`src/rtl/core/ptfm_pkg.sv`:
```
// Shared constants for the pedestal/threshold pipeline.
package ptfm_pkg;

    localparam int COUNT_BITS_DEF  = 24;
    localparam int SAMPLE_BITS_DEF = 12;

    localparam int FRAC_BITS  = 8;    // fraction bits of mean/sigma
    localparam int HALF_BITS  = 9;    // width of each packed half
    localparam int FIELD_BITS = 20;   // width of mean/sigma outputs
    localparam int CUT_BITS   = 16;   // sigma_cut register width
    localparam int THR_BITS   = CUT_BITS + HALF_BITS; // bits of the threshold sum kept
    localparam int MUL_DIGIT  = 16;   // multiplier digit per pipeline stage

    localparam logic [CUT_BITS-1:0] SIGMA_CUT_RESET = 16'd1024; // 4.0 in 8.8

endpackage

```
`src/rtl/core/ptfm_mul.sv`:
```
// Pipelined multiplier, one 16-bit digit of the b operand per stage.
module ptfm_mul #(
    parameter int AW     = 48,
    parameter int BW     = 24,
    parameter int STAGES = 3,
    parameter int SW     = 1
) (
    input  logic              i_clk,
    input  logic              i_rst_n,
    input  logic              i_valid,
    input  logic [AW-1:0]     i_a,
    input  logic [BW-1:0]     i_b,
    input  logic [SW-1:0]     i_side,
    output logic              o_valid,
    output logic [AW+BW-1:0]  o_prod,
    output logic [SW-1:0]     o_side
);
    import ptfm_pkg::*;

    localparam int PW  = AW + BW;
    localparam int BPW = STAGES * MUL_DIGIT;

    logic            r_v    [0:STAGES];
    logic [AW-1:0]   r_a    [0:STAGES];
    logic [BPW-1:0]  r_b    [0:STAGES];
    logic [PW-1:0]   r_acc  [0:STAGES];
    logic [SW-1:0]   r_side [0:STAGES];

    // valid bits travel with the data
    always_ff @(posedge i_clk) begin
        if (!i_rst_n) begin
            for (int k = 0; k <= STAGES; k++) r_v[k] <= 1'b0;
        end else begin
            r_v[0] <= i_valid;
            for (int k = 0; k < STAGES; k++) r_v[k+1] <= r_v[k];
        end
    end

    // operand capture
    always_ff @(posedge i_clk) begin
        r_a[0]    <= i_a;
        r_b[0]    <= BPW'(i_b);
        r_acc[0]  <= '0;
        r_side[0] <= i_side;
    end

    // one partial product and accumulate per stage
    for (genvar k = 0; k < STAGES; k++) begin : g_stage
        logic [AW+MUL_DIGIT-1:0] w_pp;
        logic [PW-1:0]           n_acc;

        assign w_pp  = r_a[k] * r_b[k][k*MUL_DIGIT +: MUL_DIGIT];
        assign n_acc = r_acc[k] + (PW'(w_pp) << (k*MUL_DIGIT));

        always_ff @(posedge i_clk) begin
            r_a[k+1]    <= r_a[k];
            r_b[k+1]    <= r_b[k];
            r_acc[k+1]  <= n_acc;
            r_side[k+1] <= r_side[k];
        end
    end

    assign o_valid = r_v[STAGES];
    assign o_prod  = r_acc[STAGES];
    assign o_side  = r_side[STAGES];

endmodule

```
`config.mk`:
```
export PLATFORM = sky130hd
export DESIGN_NAME = ptfm_mul
export DESIGN_NICKNAME = d
export VERILOG_FILES = /design/src/rtl/core/ptfm_pkg.sv /design/src/rtl/core/ptfm_mul.sv
export SDC_FILE = /design/constraint.sdc
export NUM_CORES = 2
export LEC_CHECK = 0
export BUFFER_PORTS_ARGS = -buffer_cell sky130_fd_sc_hd__buf_2
export CAP_MARGIN = 20
export CORE_MARGIN = 3
export CORE_UTILIZATION = 40
export CTS_CLUSTER_DIAMETER = 150
export DETAILED_ROUTE_END_ITERATION = 8
export SKIP_LAST_GASP = 1
export SYNTH_ARGS = -nofsm -noshare
export SYNTH_HDL_FRONTEND = slang
export SYNTH_SLANG_ARGS = --single-unit
```
`constraint.sdc`:
```
create_clock -name i_clk -period 9.1 [get_ports i_clk]
set_clock_uncertainty 0.05 [all_clocks]
set_input_delay 1.82 -clock i_clk [delete_from_list [all_inputs] [get_ports i_clk]]
set_output_delay 1.82 -clock i_clk [all_outputs]
set_load 0.01 [all_outputs]
```
==> flow_summary_export.csv <==
group,metric,value,unit
outcome,outcome,"finished clean",
floorplanning,io-pin-count,150,
detailed_routing,ant_nets,0,
synth,synth_area_leaders,"fa_1 (39%), dfxtp_1 (15%), ha_1 (10%)",
timing,report.final.hold_viol_count,0,
worst_setup_path,critPathMaxFanout,29,
synth,yosysWarnings,0,
synth,synth_async_sr_flop_share,0,%
synth,syn-num-nets,6400,
grt,grt_max_degree,42,
synth,synth_area,46900,µm²
grt,grt_pass1_vias,36800,
cts,post_cts_buffers,0,
worst_setup_path,start_kind,"register",
cells_and_area,syn_to_final_growth,8.74,%
worst_setup_path,crit_arrival,9.13,ns
floorplanning,start_util,40.6,%
timing,rsz0062_at_grt,"no",
timing,finalMaxSlewViolations,0,
timing,finalSetupTns,0,ns
floorplanning,die_w,348,µm
cts,ctsResizeCount,0,
timing,holdWs,0.272,ns
floorplanning,dieArea,121000,µm²
place,gp_congestion,0.916,
synth,syn_inst,5027,
worst_setup_path,cp_data_required_time,9.60,ns
job,drv_cap,0,
floorplanning,core_area,115000,µm²
synth,yosysTopAreaCell,"fa_1",
cts,cts_made_buffers,43,
worst_setup_path,cp-end-kind,"register",
cts,htree_levels,2,
cells_and_area,final_nets,6471,
detailed_routing,viasPerCell,5.14,
place,dp.cells,6563,
synth,ys_types,76,
cts,clkTransAtPathRegs,0.06,ns
synth,synth_top_area_share,39.3,%
hold_path,min_path_cells,0,
cells_and_area,drive_gt1_share,7.39,%
grt,grt_antenna_before_repair,5,
grt,gr-total-overflow,0,
synth,ys_ff_latch,347,
synth,yosysSeqAreaShare,14.8,%
timing,min_period,8.63,ns
worst_setup_path,crit_path_max_incr_delay,0.55,ns
cells_and_area,fin_cells,6644,
floorplanning,die_height,348,µm
cts,cts_tree,"done",
worst_setup_path,critPathKind,"reg -> reg",
synth,avgSynthCellArea,9.32,µm²
cts,clkLatencyLatePin,0.63,ns
synth,yosys-top-cells-count,"fa_1 (919), inv_1 (905), nand2_1 (768)",
timing,max_freq,116,MHz
detailed_routing,drt_pass1_iterations,5,
worst_setup_path,r2r_cells,32,
timing,slew_headroom,19.3,%
place,dp_slack,0.364,ns
detailed_routing,avgRoutedWirePerCell,20.0,µm
detailed_routing,vias,34200,
detailed_routing,drt_iter0_drc,2298,
hold_path,hp-class,"reg -> reg",
detailed_routing,drt_wl_total,133000,µm
place,dp_hpwl,105000,µm
floorplanning,row_count,124,
cts,cts_root_buf,"clkbuf_16",
synth,synth_flop_cell,"dfxtp_1",
worst_setup_path,critPathSlowestCell,"fa_1",
timing,setup_viol,0,
timing,postLayoutSetupSlackWorst,0.469,ns
synth,yosysMostFrequentCell,"fa_1",
cts,ctsHoldBuffers,0,
grt,track_usage,22.5,%
timing,worst_pin_slew,1.21,ns
detailed_routing,drc,0,
cts,clockBufferDepth,3,
timing,min_period_over_period,94.8,%
place,port_buffers,149,
cts,cts_sinks,347,
grt,grt_pass1_wl,212000,µm
synth,synth_edf_count,0,
==> per-stage QoR <==
step                area, µm²  util [%]
global placement        49400      42.8
finish                  51000      44.2
floorplan               46900         -
detailed placement      49400      42.8
CTS                     50900      44.1
global route            51000      44.2
==> area by class of cell <==
class | count | area [µm²]
clock buffers | 47 | 1110
inverters | 905 | 3400
multi-input cells | 3555 | 35700
fillers | 11100 | 64300
repair buffers | 246 | 1520
diodes | 1 | 2.50
well taps | 1512 | 1890
clock inverters | 31 | 372
flip-flops and latches | 347 | 6960
==> state kept, by name, summed over array words and instances, names as in the netlist <==
signal / cells
r_a: 96
r_acc: 211
r_b: 32
r_side: 4
r_v: 4
==> logic make-up after synthesis <==
group                      synth area share, %
xor gates and xnor gates                  3.03
and+or+nand+nor                           16.0
DFF                                       14.8
adders and majority gates                 49.4
AOI/OAI and AO/OA                         7.73
buffers and inverters                     9.05
==> layer usage <==
layer / routed length (µm) / GRT usage, % / part of all wire [%] / up-vias
li1: - / - / - / 15500
met1: 59600 / 31.7 / 45 / 17400
met2: 59600 / 35.6 / 45 / 1095
met3: 10500 / 4.91 / 7.9 / 165
met4: 3040 / 5.12 / 2.3 / 0
met5: 0 / 0 / 0 / -
==> worst paths after layout <==
| path | from | end | slack, ns |
|---|---|---|---|
| worst min register to register | r_acc[2][57]$_DFF_P_ | r_acc[3][57]$_DFF_P_ | 0.27 |
| worst min-delay path | r_acc[2][57]$_DFF_P_ | r_acc[3][57]$_DFF_P_ | 0.27 |
| worst max-delay path | r_b[1][18]$_DFF_P_ | r_acc[2][71]$_DFF_P_ | 0.47 |
| worst max register to register | r_b[1][18]$_DFF_P_ | r_acc[2][71]$_DFF_P_ | 0.47 |
==> critical path, delay by kind of cell, from the launching register on <==
| family | cells | cell delay [ns] |
|---|---|---|
| fa+ha+maj | 8 | 3.41 |
| compound gates | 14 | 3.03 |
| buf+inv | 4 | 0.65 |
| flops | 1 | 0.53 |
| simple gates | 4 | 0.53 |
| xor+xnor | 2 | 0.38 |
==> layout by cell type, fill, tap and decap left out, types with 15 or more instances in the layout <==
| master | count |
|---|---|
| inv_1 | 905 |
| fa_1 | 919 |
| clkbuf_16 | 43 |
| a21o_1 | 89 |
| dfxtp_1 | 333 |
| a21oi_1 | 176 |
| nand2_1 | 768 |
| buf_4 | 94 |
| buf_2 | 149 |
| nor2b_1 | 18 |
| nor2_1 | 97 |
| xor2_1 | 55 |
| o21bai_1 | 31 |
| o21ai_0 | 71 |
| xnor2_1 | 107 |
| nor3_1 | 20 |
| ha_1 | 378 |
| nand3_1 | 41 |
| and2_1 | 515 |
| and3_1 | 15 |
| a31oi_1 | 28 |
| nand4_1 | 38 |
Power is left out: the tool's default activity adds up to more than one toggle a clock period on the data nets, which glitch-free logic cannot reach.
